### config.mk
export PLATFORM = sky130hd
export DESIGN_NAME = base16_base64_decoder_core
export DESIGN_NICKNAME = d
export VERILOG_FILES = /design/src/hw/rtl/bbd_pkg.sv /design/src/hw/rtl/bbd_front.sv /design/src/hw/rtl/bbd_queue.sv /design/src/hw/rtl/bbd_back.sv /design/src/hw/rtl/base16_base64_decoder_core.sv
export VERILOG_INCLUDE_DIRS = /design/src /design/src/hw/rtl
export SDC_FILE = /design/constraint.sdc
export NUM_CORES = 1
export LEC_CHECK = 0
export ABC_AREA = 0
export BUFFER_PORTS_ARGS = -buffer_cell sky130_fd_sc_hd__buf_2
export CORE_MARGIN = 2
export CORE_UTILIZATION = 40
export CTS_BUF_LIST = sky130_fd_sc_hd__clkbuf_4 sky130_fd_sc_hd__clkbuf_8
export DETAILED_ROUTE_END_ITERATION = 12
export PLACE_DENSITY_LB_ADDON = 0.3
export SETUP_SLACK_MARGIN = 0.15
export SYNTH_ARGS = -nofsm -noshare
export SYNTH_HDL_FRONTEND = slang
export SYNTH_SLANG_ARGS = --single-unit
### constraint.sdc
create_clock -name clk -period 4.3 [get_ports clk]
set_input_delay 0.43 -clock clk [delete_from_list [all_inputs] [get_ports clk]]
set_output_delay 0.43 -clock clk [all_outputs]
set_load 0.01 [all_outputs]
### src/hw/rtl/base16_base64_decoder_core_assert.svh
// Assertion macros for the base16/base64 decoder core.
`ifndef BASE16_BASE64_DECODER_CORE_ASSERT_SVH
`define BASE16_BASE64_DECODER_CORE_ASSERT_SVH

// Same-cycle implication, disabled while reset is asserted.
`define BBD_ASSERT_NOW(lbl, clk, rst_n, ante, cons, msg) \
	lbl: assert property (@(posedge clk) disable iff (!rst_n) (ante) |-> (cons)) \
		else $error(msg);

// Next-cycle implication, disabled while reset is asserted.
`define BBD_ASSERT_NEXT(lbl, clk, rst_n, ante, cons, msg) \
	lbl: assert property (@(posedge clk) disable iff (!rst_n) (ante) |=> (cons)) \
		else $error(msg);

`endif

### src/hw/rtl/bbd_pkg.sv
// Shared types, constants and character classifiers for the decoder.
`timescale 1ns / 1ps

package bbd_pkg;

	localparam int COUNT_WIDTH = 32;
	localparam int OUT_COUNT_W = 32;
	localparam int QDEPTH      = 4;
	localparam int QAW         = $clog2(QDEPTH);

	localparam logic MODE_HEX = 1'b0;
	localparam logic MODE_B64 = 1'b1;

	localparam logic [7:0] CHAR_PAD = 8'h3D;

	// One queued unit of work: up to three bytes, packed high byte first.
	typedef struct packed {
		logic [23:0]            data;
		logic [1:0]             nbytes;   // zero: single result without a byte
		logic                   done;
		logic                   err;
		logic [OUT_COUNT_W-1:0] count;
	} job_t;

	typedef struct packed {
		logic full;
		logic empty;
	} qstat_t;

	// {valid, nibble}
	function automatic logic [4:0] hex_value(input logic [7:0] c);
		logic [4:0] r;
		r = '0;
		if (c >= 8'h30 && c <= 8'h39)
			r = {1'b1, 4'(c - 8'h30)};
		else if (c >= 8'h41 && c <= 8'h46)
			r = {1'b1, 4'(c - 8'h41 + 8'd10)};
		else if (c >= 8'h61 && c <= 8'h66)
			r = {1'b1, 4'(c - 8'h61 + 8'd10)};
		return r;
	endfunction

	// {valid, sextet}
	function automatic logic [6:0] b64_value(input logic [7:0] c);
		logic [6:0] r;
		r = '0;
		if (c >= 8'h41 && c <= 8'h5A)
			r = {1'b1, 6'(c - 8'h41)};
		else if (c >= 8'h61 && c <= 8'h7A)
			r = {1'b1, 6'(c - 8'h61 + 8'd26)};
		else if (c >= 8'h30 && c <= 8'h39)
			r = {1'b1, 6'(c - 8'h30 + 8'd52)};
		else if (c == 8'h2B)
			r = {1'b1, 6'd62};
		else if (c == 8'h2F)
			r = {1'b1, 6'd63};
		return r;
	endfunction

	function automatic logic [COUNT_WIDTH-1:0] sat_add(input logic [COUNT_WIDTH-1:0] a,
			input logic [1:0] n);
		logic [COUNT_WIDTH:0] s;
		s = {1'b0, a} + (COUNT_WIDTH+1)'(n);
		return s[COUNT_WIDTH] ? '1 : s[COUNT_WIDTH-1:0];
	endfunction

endpackage

### src/hw/rtl/bbd_front.sv
// Front end: accepts characters, classifies them, keeps text state, queues jobs.
`timescale 1ns / 1ps

module bbd_front import bbd_pkg::*; (
	input  logic       clk,
	input  logic       arst_n,
	input  logic       cfg_wr_en,
	input  logic       cfg_wr_data,
	input  logic       in_valid,
	output logic       in_ready,
	input  logic [7:0] symbol,
	input  logic       end_of_text,
	input  qstat_t     qstat,
	output logic       push,
	output job_t       push_job
);

	logic                   mode_q;
	logic [1:0]             phase_q, phase_d;
	logic [23:0]            acc_q, acc_d;
	logic                   pad_q, pad_d;
	logic                   err_q, err_d;
	logic [COUNT_WIDTH-1:0] cnt_q, cnt_d;

	logic        accept;
	logic [4:0]  hv;
	logic [6:0]  bv;
	logic [23:0] acc_shift;
	logic [COUNT_WIDTH-1:0] cnt_flush;

	assign in_ready  = !qstat.full;
	assign accept    = in_valid && in_ready;
	assign hv        = hex_value(symbol);
	assign bv        = b64_value(symbol);
	assign acc_shift = {acc_q[17:0], bv[5:0]};

	always_comb begin
		phase_d   = phase_q;
		acc_d     = acc_q;
		pad_d     = pad_q;
		err_d     = err_q;
		cnt_d     = cnt_q;
		push      = 1'b0;
		push_job  = '0;
		cnt_flush = cnt_q;
		if (accept) begin
			priority if (end_of_text) begin
				push_job.done = 1'b1;
				push_job.err  = err_q;
				if (!err_q) begin
					if (mode_q == MODE_HEX) begin
						if (phase_q != 2'd0)
							push_job.err = 1'b1;
					end else begin
						unique case (phase_q)
							2'd1: push_job.err = 1'b1;
							2'd2: begin
								push_job.nbytes = 2'd1;
								push_job.data   = {acc_q[11:4], 16'h0000};
							end
							2'd3: begin
								push_job.nbytes = 2'd2;
								push_job.data   = {acc_q[17:10], acc_q[9:2], 8'h00};
							end
							default: ;
						endcase
					end
				end
				cnt_flush      = sat_add(cnt_q, push_job.nbytes);
				push_job.count = OUT_COUNT_W'(cnt_flush);
				push           = 1'b1;
				phase_d        = '0;
				acc_d          = '0;
				pad_d          = 1'b0;
				err_d          = 1'b0;
				cnt_d          = '0;
			end else if (err_q || pad_q) begin
				// dropped until end of text
			end else if (mode_q == MODE_HEX) begin
				if (!hv[4]) begin
					err_d = 1'b1;
				end else if (phase_q == 2'd0) begin
					acc_d   = {20'h0, hv[3:0]};
					phase_d = 2'd1;
				end else begin
					push_job.nbytes = 2'd1;
					push_job.data   = {acc_q[3:0], hv[3:0], 16'h0000};
					push            = 1'b1;
					cnt_d           = sat_add(cnt_q, 2'd1);
					phase_d         = '0;
					acc_d           = '0;
				end
			end else if (symbol == CHAR_PAD) begin
				pad_d = 1'b1;
			end else if (!bv[6]) begin
				err_d = 1'b1;
			end else if (phase_q != 2'd3) begin
				acc_d   = acc_shift;
				phase_d = phase_q + 2'd1;
			end else begin
				push_job.nbytes = 2'd3;
				push_job.data   = acc_shift;
				push            = 1'b1;
				cnt_d           = sat_add(cnt_q, 2'd3);
				phase_d         = '0;
				acc_d           = '0;
			end
		end
	end

	always_ff @(posedge clk or negedge arst_n) begin
		if (!arst_n) begin
			mode_q  <= MODE_HEX;
			phase_q <= '0;
			acc_q   <= '0;
			pad_q   <= 1'b0;
			err_q   <= 1'b0;
			cnt_q   <= '0;
		end else begin
			if (cfg_wr_en)
				mode_q <= cfg_wr_data;
			phase_q <= phase_d;
			acc_q   <= acc_d;
			pad_q   <= pad_d;
			err_q   <= err_d;
			cnt_q   <= cnt_d;
		end
	end

endmodule

### src/hw/rtl/bbd_queue.sv
// Short job queue between front and back.
`timescale 1ns / 1ps

module bbd_queue import bbd_pkg::*; (
	input  logic   clk,
	input  logic   arst_n,
	input  logic   push,
	input  job_t   push_job,
	input  logic   pop,
	output job_t   head,
	output qstat_t stat
);

	job_t             slot_q [QDEPTH];
	logic [QAW-1:0]   wptr_q, rptr_q;
	logic [QAW:0]     fill_q;
	logic             do_push, do_pop;

	assign stat.full  = (fill_q == (QAW+1)'(QDEPTH));
	assign stat.empty = (fill_q == '0);
	assign do_push    = push && !stat.full;
	assign do_pop     = pop && !stat.empty;
	assign head       = slot_q[rptr_q];

	always_ff @(posedge clk) begin
		if (do_push)
			slot_q[wptr_q] <= push_job;
	end

	always_ff @(posedge clk or negedge arst_n) begin
		if (!arst_n) begin
			wptr_q <= '0;
			rptr_q <= '0;
			fill_q <= '0;
		end else begin
			if (do_push)
				wptr_q <= wptr_q + QAW'(1);
			if (do_pop)
				rptr_q <= rptr_q + QAW'(1);
			fill_q <= fill_q + (QAW+1)'(do_push) - (QAW+1)'(do_pop);
		end
	end

endmodule

### src/hw/rtl/bbd_back.sv
// Back end: unpacks queued jobs into one result per cycle while out_ready allows, behind an output register.
`timescale 1ns / 1ps

module bbd_back import bbd_pkg::*; (
	input  logic                   clk,
	input  logic                   arst_n,
	input  job_t                   head,
	input  qstat_t                 qstat,
	output logic                   pop,
	output logic                   out_valid,
	input  logic                   out_ready,
	output logic [7:0]             data_byte,
	output logic                   has_byte,
	output logic                   run_last,
	output logic                   text_done,
	output logic                   decode_error,
	output logic [OUT_COUNT_W-1:0] byte_count
);

	logic [1:0] idx_q;
	logic       valid_q;
	logic       load, last, has;
	logic [7:0] sel;

	assign has  = (head.nbytes != 2'd0);
	assign last = !has || (idx_q == head.nbytes - 2'd1);
	assign load = !qstat.empty && (!valid_q || out_ready);
	assign pop  = load && last;

	always_comb begin
		unique case (idx_q)
			2'd0:    sel = head.data[23:16];
			2'd1:    sel = head.data[15:8];
			default: sel = head.data[7:0];
		endcase
	end

	always_ff @(posedge clk or negedge arst_n) begin
		if (!arst_n) begin
			valid_q <= 1'b0;
			idx_q   <= '0;
		end else begin
			if (load) begin
				valid_q <= 1'b1;
				idx_q   <= last ? 2'd0 : idx_q + 2'd1;
			end else if (out_ready) begin
				valid_q <= 1'b0;
			end
		end
	end

	// payload register, no reset needed
	always_ff @(posedge clk) begin
		if (load) begin
			data_byte    <= has ? sel : 8'h00;
			has_byte     <= has;
			run_last     <= last;
			text_done    <= head.done;
			decode_error <= last && head.err;
			byte_count   <= (last && head.done) ? head.count : '0;
		end
	end

	assign out_valid = valid_q;

endmodule

### src/hw/rtl/base16_base64_decoder_core.sv
// Top level of the base16/base64 decoder core.
//
//  channel | direction | handshake               | payload
//  cfg     | in        | cfg_wr_en               | cfg_wr_data (decode_mode)
//  in      | in        | in_valid / in_ready     | symbol, end_of_text
//  out     | out       | out_valid / out_ready   | data_byte .. byte_count
//
// One character per cycle is accepted while the job queue has room.
// The back end emits one result per cycle while out_ready allows: a base64 quantum gives three,
// a hex pair one, an end of text one or two; the output rate limits a long stream.
// A four-entry job queue plus the output register absorb stalls on out_ready.
// Reset clears text state, the queue and the output valid flag; mode resets to hex.
`timescale 1ns / 1ps
`include "base16_base64_decoder_core_assert.svh"

module base16_base64_decoder_core import bbd_pkg::*; (
	input  logic                   clk,
	input  logic                   arst_n,
	input  logic                   cfg_wr_en,
	input  logic                   cfg_wr_data,
	input  logic                   in_valid,
	output logic                   in_ready,
	input  logic [7:0]             symbol,
	input  logic                   end_of_text,
	output logic                   out_valid,
	input  logic                   out_ready,
	output logic [7:0]             data_byte,
	output logic                   has_byte,
	output logic                   run_last,
	output logic                   text_done,
	output logic                   decode_error,
	output logic [OUT_COUNT_W-1:0] byte_count
);

	qstat_t qstat;
	job_t   push_job, head;
	logic   push, pop;

	bbd_front u_front (
		.clk         (clk),
		.arst_n      (arst_n),
		.cfg_wr_en   (cfg_wr_en),
		.cfg_wr_data (cfg_wr_data),
		.in_valid    (in_valid),
		.in_ready    (in_ready),
		.symbol      (symbol),
		.end_of_text (end_of_text),
		.qstat       (qstat),
		.push        (push),
		.push_job    (push_job)
	);

	bbd_queue u_queue (
		.clk      (clk),
		.arst_n   (arst_n),
		.push     (push),
		.push_job (push_job),
		.pop      (pop),
		.head     (head),
		.stat     (qstat)
	);

	bbd_back u_back (
		.clk          (clk),
		.arst_n       (arst_n),
		.head         (head),
		.qstat        (qstat),
		.pop          (pop),
		.out_valid    (out_valid),
		.out_ready    (out_ready),
		.data_byte    (data_byte),
		.has_byte     (has_byte),
		.run_last     (run_last),
		.text_done    (text_done),
		.decode_error (decode_error),
		.byte_count   (byte_count)
	);

	`BBD_ASSERT_NOW(a_no_push_full, clk, arst_n, push, !qstat.full, "job pushed into full queue")
	`BBD_ASSERT_NOW(a_no_pop_empty, clk, arst_n, pop, !qstat.empty, "job popped from empty queue")
	`BBD_ASSERT_NOW(a_empty_is_end, clk, arst_n, out_valid && !has_byte, run_last && text_done, "byteless result is not a closing end result")
	`BBD_ASSERT_NOW(a_mid_quiet, clk, arst_n, out_valid && !(text_done && run_last), !decode_error && byte_count == '0, "status on a non-closing result")

endmodule

==> flow_summary.toml <==
[yosys]
synth_edf_count = 284
synth_cells = 1164
async_flop_share_pct = 18.6
syn_area_per_cell_um2 = 13.9
synthFlopType = "edfxtp_1"
yosys_register_bits = 349
synth_nets = 1212
ys_types = 80
syn_area_mm2 = 0.0162
yosysSeqAreaShare_pct = 62.7
synth_warnings = 0

[power]
p_per_area_mw_per_mm2 = 555
p_leak_uw = 0.00659
ir_worst_vdd_mv = 0.346

[place]
place_inst = 1703
hpwl_um = 24000
gp_congestion = 0.930
numPortBuffers = 60

[detailed_routing]
route.detailed.drc = 0
wl_per_cell_um = 20.3
num_vias = 10200
postRouteAntennaNets = 0
topRoutingLayerUsed = "met4"
drt-vias-per-instance = 5.67
dr.pass1.iters = 5
met2_length_um = 16500
drt-met1-wl_um = 17300
wl_met3_um = 2180
wl_um = 36600
drtIter0Drc = 893

[grt]
grt_max_degree = 52
grt_pass1_wl_um = 57500
grt_overflow = 0
grt_pass1_vias = 9913
antenna_found_initial = 0
track_usage_pct = 17.6

[floorplanning]
rows = 73
core_mm2 = 0.0398
pin_count = 61
die_w_um = 205
start_util_pct = 40.7
die_h_um = 205
dieArea_mm2 = 0.0421

[setup_path]
endpoint = "u_queue.slot_q[3][25]$_DFFE_PP_"
crit_fanout = 9
critPathLaunchType = "flop"
rr_worst_depth = 11
reg2reg_slack_ns = 0.56
required_ns = 4.69
rr_startpoint = "u_front.phase_q[1]$_DFFE_PN0P_"
crit_path_start = "u_front.phase_q[1]$_DFFE_PN0P_"
worstSetupPathType = "flop to flop"
endpoint_kind = "flop"
reg2reg_to = "u_queue.slot_q[3][25]$_DFFE_PP_"
cp.arrival_ns = 4.13

[clocking]
clk_pin_slew_ns = 0.06
htreeDepth = 2
cts_sinks = 349
ctsLongestPathBuffers = 3
cts_tree = "built"
insertion_delay_ns = 0.59
cts_root_buf = "clkbuf_8"
cts_made_buffers = 54
post_cts_resized = 0

[sta]
timing.fmax_mhz = 268
rsz0062_at_grt = "no"
clock-skew-final_ns = 0.0158
holdWs_ns = 0.0723
slew_headroom_pct = 14.2
worst_pin_slew_ns = 1.27
fin_tns_setup_ns = 0
hold_viol_final = 0
finalCritPeriodShare_pct = 86.9
drv_slew = 0
finalSetupViolations = 0
finalCriticalPeriod_ns = 3.74

[final_layout]
area_delta_synth_final_pct = 12.5
antenna-diode-count = 0
drive_gt1_share_pct = 21.4
nNetsFinal = 1283
finalNonFillerCells = 1801
final_util_pct = 45.8

[hold_path]
hold_class = "primary input to flop"

[run]
maxCapViolations = 0

[outcome]
status = "complete, no violations"
==> cell usage in the layout (no fill, tap or decap), types with 12 or more instances in the layout <==
cell type and instances:
edfxtp_1 284, a21oi_1 79, nand2_1 71, dfrtp_1 63, nor2_1 61, mux4_2 60, buf_2 60, clkbuf_8 57
and3_1 42, inv_1 35, nor3_1 35, clkbuf_4 33, ha_1 31, xnor2_1 30, nand3_1 23, o21ai_0 22
buf_4 22, nand4_1 20, a22o_1 18, xor2_1 15, a221oi_1 14, and2_1 13, o21ai_1 12
==> logic make-up (layout without fill, tap and decap cells) <==
logic type	after synthesis	after routing	share of synthesized area, %
AOI/OAI and AO/OA	245	245	10.4
DFF	349	349	62.7
muxes	64	64	8.59
buffers and inverters	112	224	2.92
xor gates and xnor gates	45	45	2.43
adders and majority gates	35	35	2.76
and+or+nand+nor	314	314	10.2
==> synth_stat cells, types with 5 or more instances <==
master    count  area (µm²)
ha_1         31         388
and2_1       17         106
a41oi_1       5        43.8
dfrtp_1      65        1630
nor2b_1       7        43.8
o22a_1        8        70.1
edfxtp_1    284        8530
o31ai_1       9        67.6
nand4_1      20         125
a21oi_1      80         400
buf_2        25         125
mux4_2       60        1350
nor2_1       61         229
o22ai_1       8        50.1
o21ai_1      13        65.1
o21a_1       11        82.6
and3_1       42         263
inv_1        35         131
o21ai_0      22         110
xor2_1       15         131
a21o_1        6        45.0
nand3_1      23         115
a22o_1       18         158
a22oi_1      10        75.1
nand2_1      71         267
clkbuf_1     31         116
xnor2_1      30         263
nor3_1       35         175
buf_1        11        41.3
a31oi_1       6        37.5
a221oi_1     14         123
==> report_power, final <==
| group | internal, µW | switching, µW |
|---|---|---|
| Clock | 1560 | 1220 |
| Combinational | 1180 | 1640 |
| Sequential | 4310 | 208 |
==> critical path: stages, from the launching register on <==
cell and delay (ns):
dfrtp_1 0.44, ha_1 0.29, nand2_1 0.17, clkinv_1 0.29, ha_1 0.39, a21o_1 0.13, nand2_1 0.13, or4_1 0.70
nor3b_1 0.42, nand2_1 0.12, xor2_1 0.18, a21oi_1 0.29
==> area by class of cell <==
class	instances	area (µm²)
fill	3573	21600
sequential	349	10200
multi-input combinational	703	5600
clock buffer	90	1030
tap	525	657
timing repair buffer	88	576
inverter	39	146
clock inverter	7	58.8
==> sequential cells by signal, indices dropped and copies added (netlist names), 2 cells and up <==
| signal | flops |
|---|---|
| u_front.phase_q | 2 |
| u_queue.wptr_q | 2 |
| u_front.cnt_q | 32 |
| u_front.acc_q | 18 |
| u_back.idx_q | 2 |
| u_queue.rptr_q | 2 |
| u_back.data_byte | 8 |
| u_queue.slot_q | 240 |
| u_back.byte_count | 32 |
| u_queue.fill_q | 3 |
==> metal layers <==
metal / up-vias / GRT usage [%]
met5: - / 0
met4: 0 / 4.83
met3: 46 / 2.64
met2: 372 / 26.4
met1: 5133 / 26.6
li1: 4663 / -
==> worst min-delay path by stage <==
stage               from                             to  depth (start not counted)
3_5_place_dp      arst_n  u_front.acc_q[11]$_DFFE_PN0P_                          1
5_1_grt        cfg_wr_en     u_front.mode_q$_DFFE_PN0P_                          2
3_3_place_gp      arst_n   u_front.acc_q[5]$_DFFE_PN0P_                          1
2_1_floorplan     arst_n    u_back.idx_q[0]$_DFFE_PN0P_                          0
6_report       cfg_wr_en     u_front.mode_q$_DFFE_PN0P_                          2
4_1_cts        cfg_wr_en     u_front.mode_q$_DFFE_PN0P_                          2
==> through the flow <==
step / total power, µW / setup slack [ns] / cell area, µm²
after detailed placement: 7470 / 0.609 / 17100
after CTS: 10300 / 0.590 / 18200
after global routing: 10700 / 0.325 / 18200
after global placement: 7430 / 0.677 / 17100
after floorplan: 6530 / 0.167 / 16200
final: 10100 / 0.564 / 18200
==> repair_timing <==
item                                    CTS  global route
hold endpoints to repair                 14             0
buffers inserted                          0             0
hold buffers                              1             0
endpoints found under the setup margin    0             0
Power figures use the tool's default switching activity.
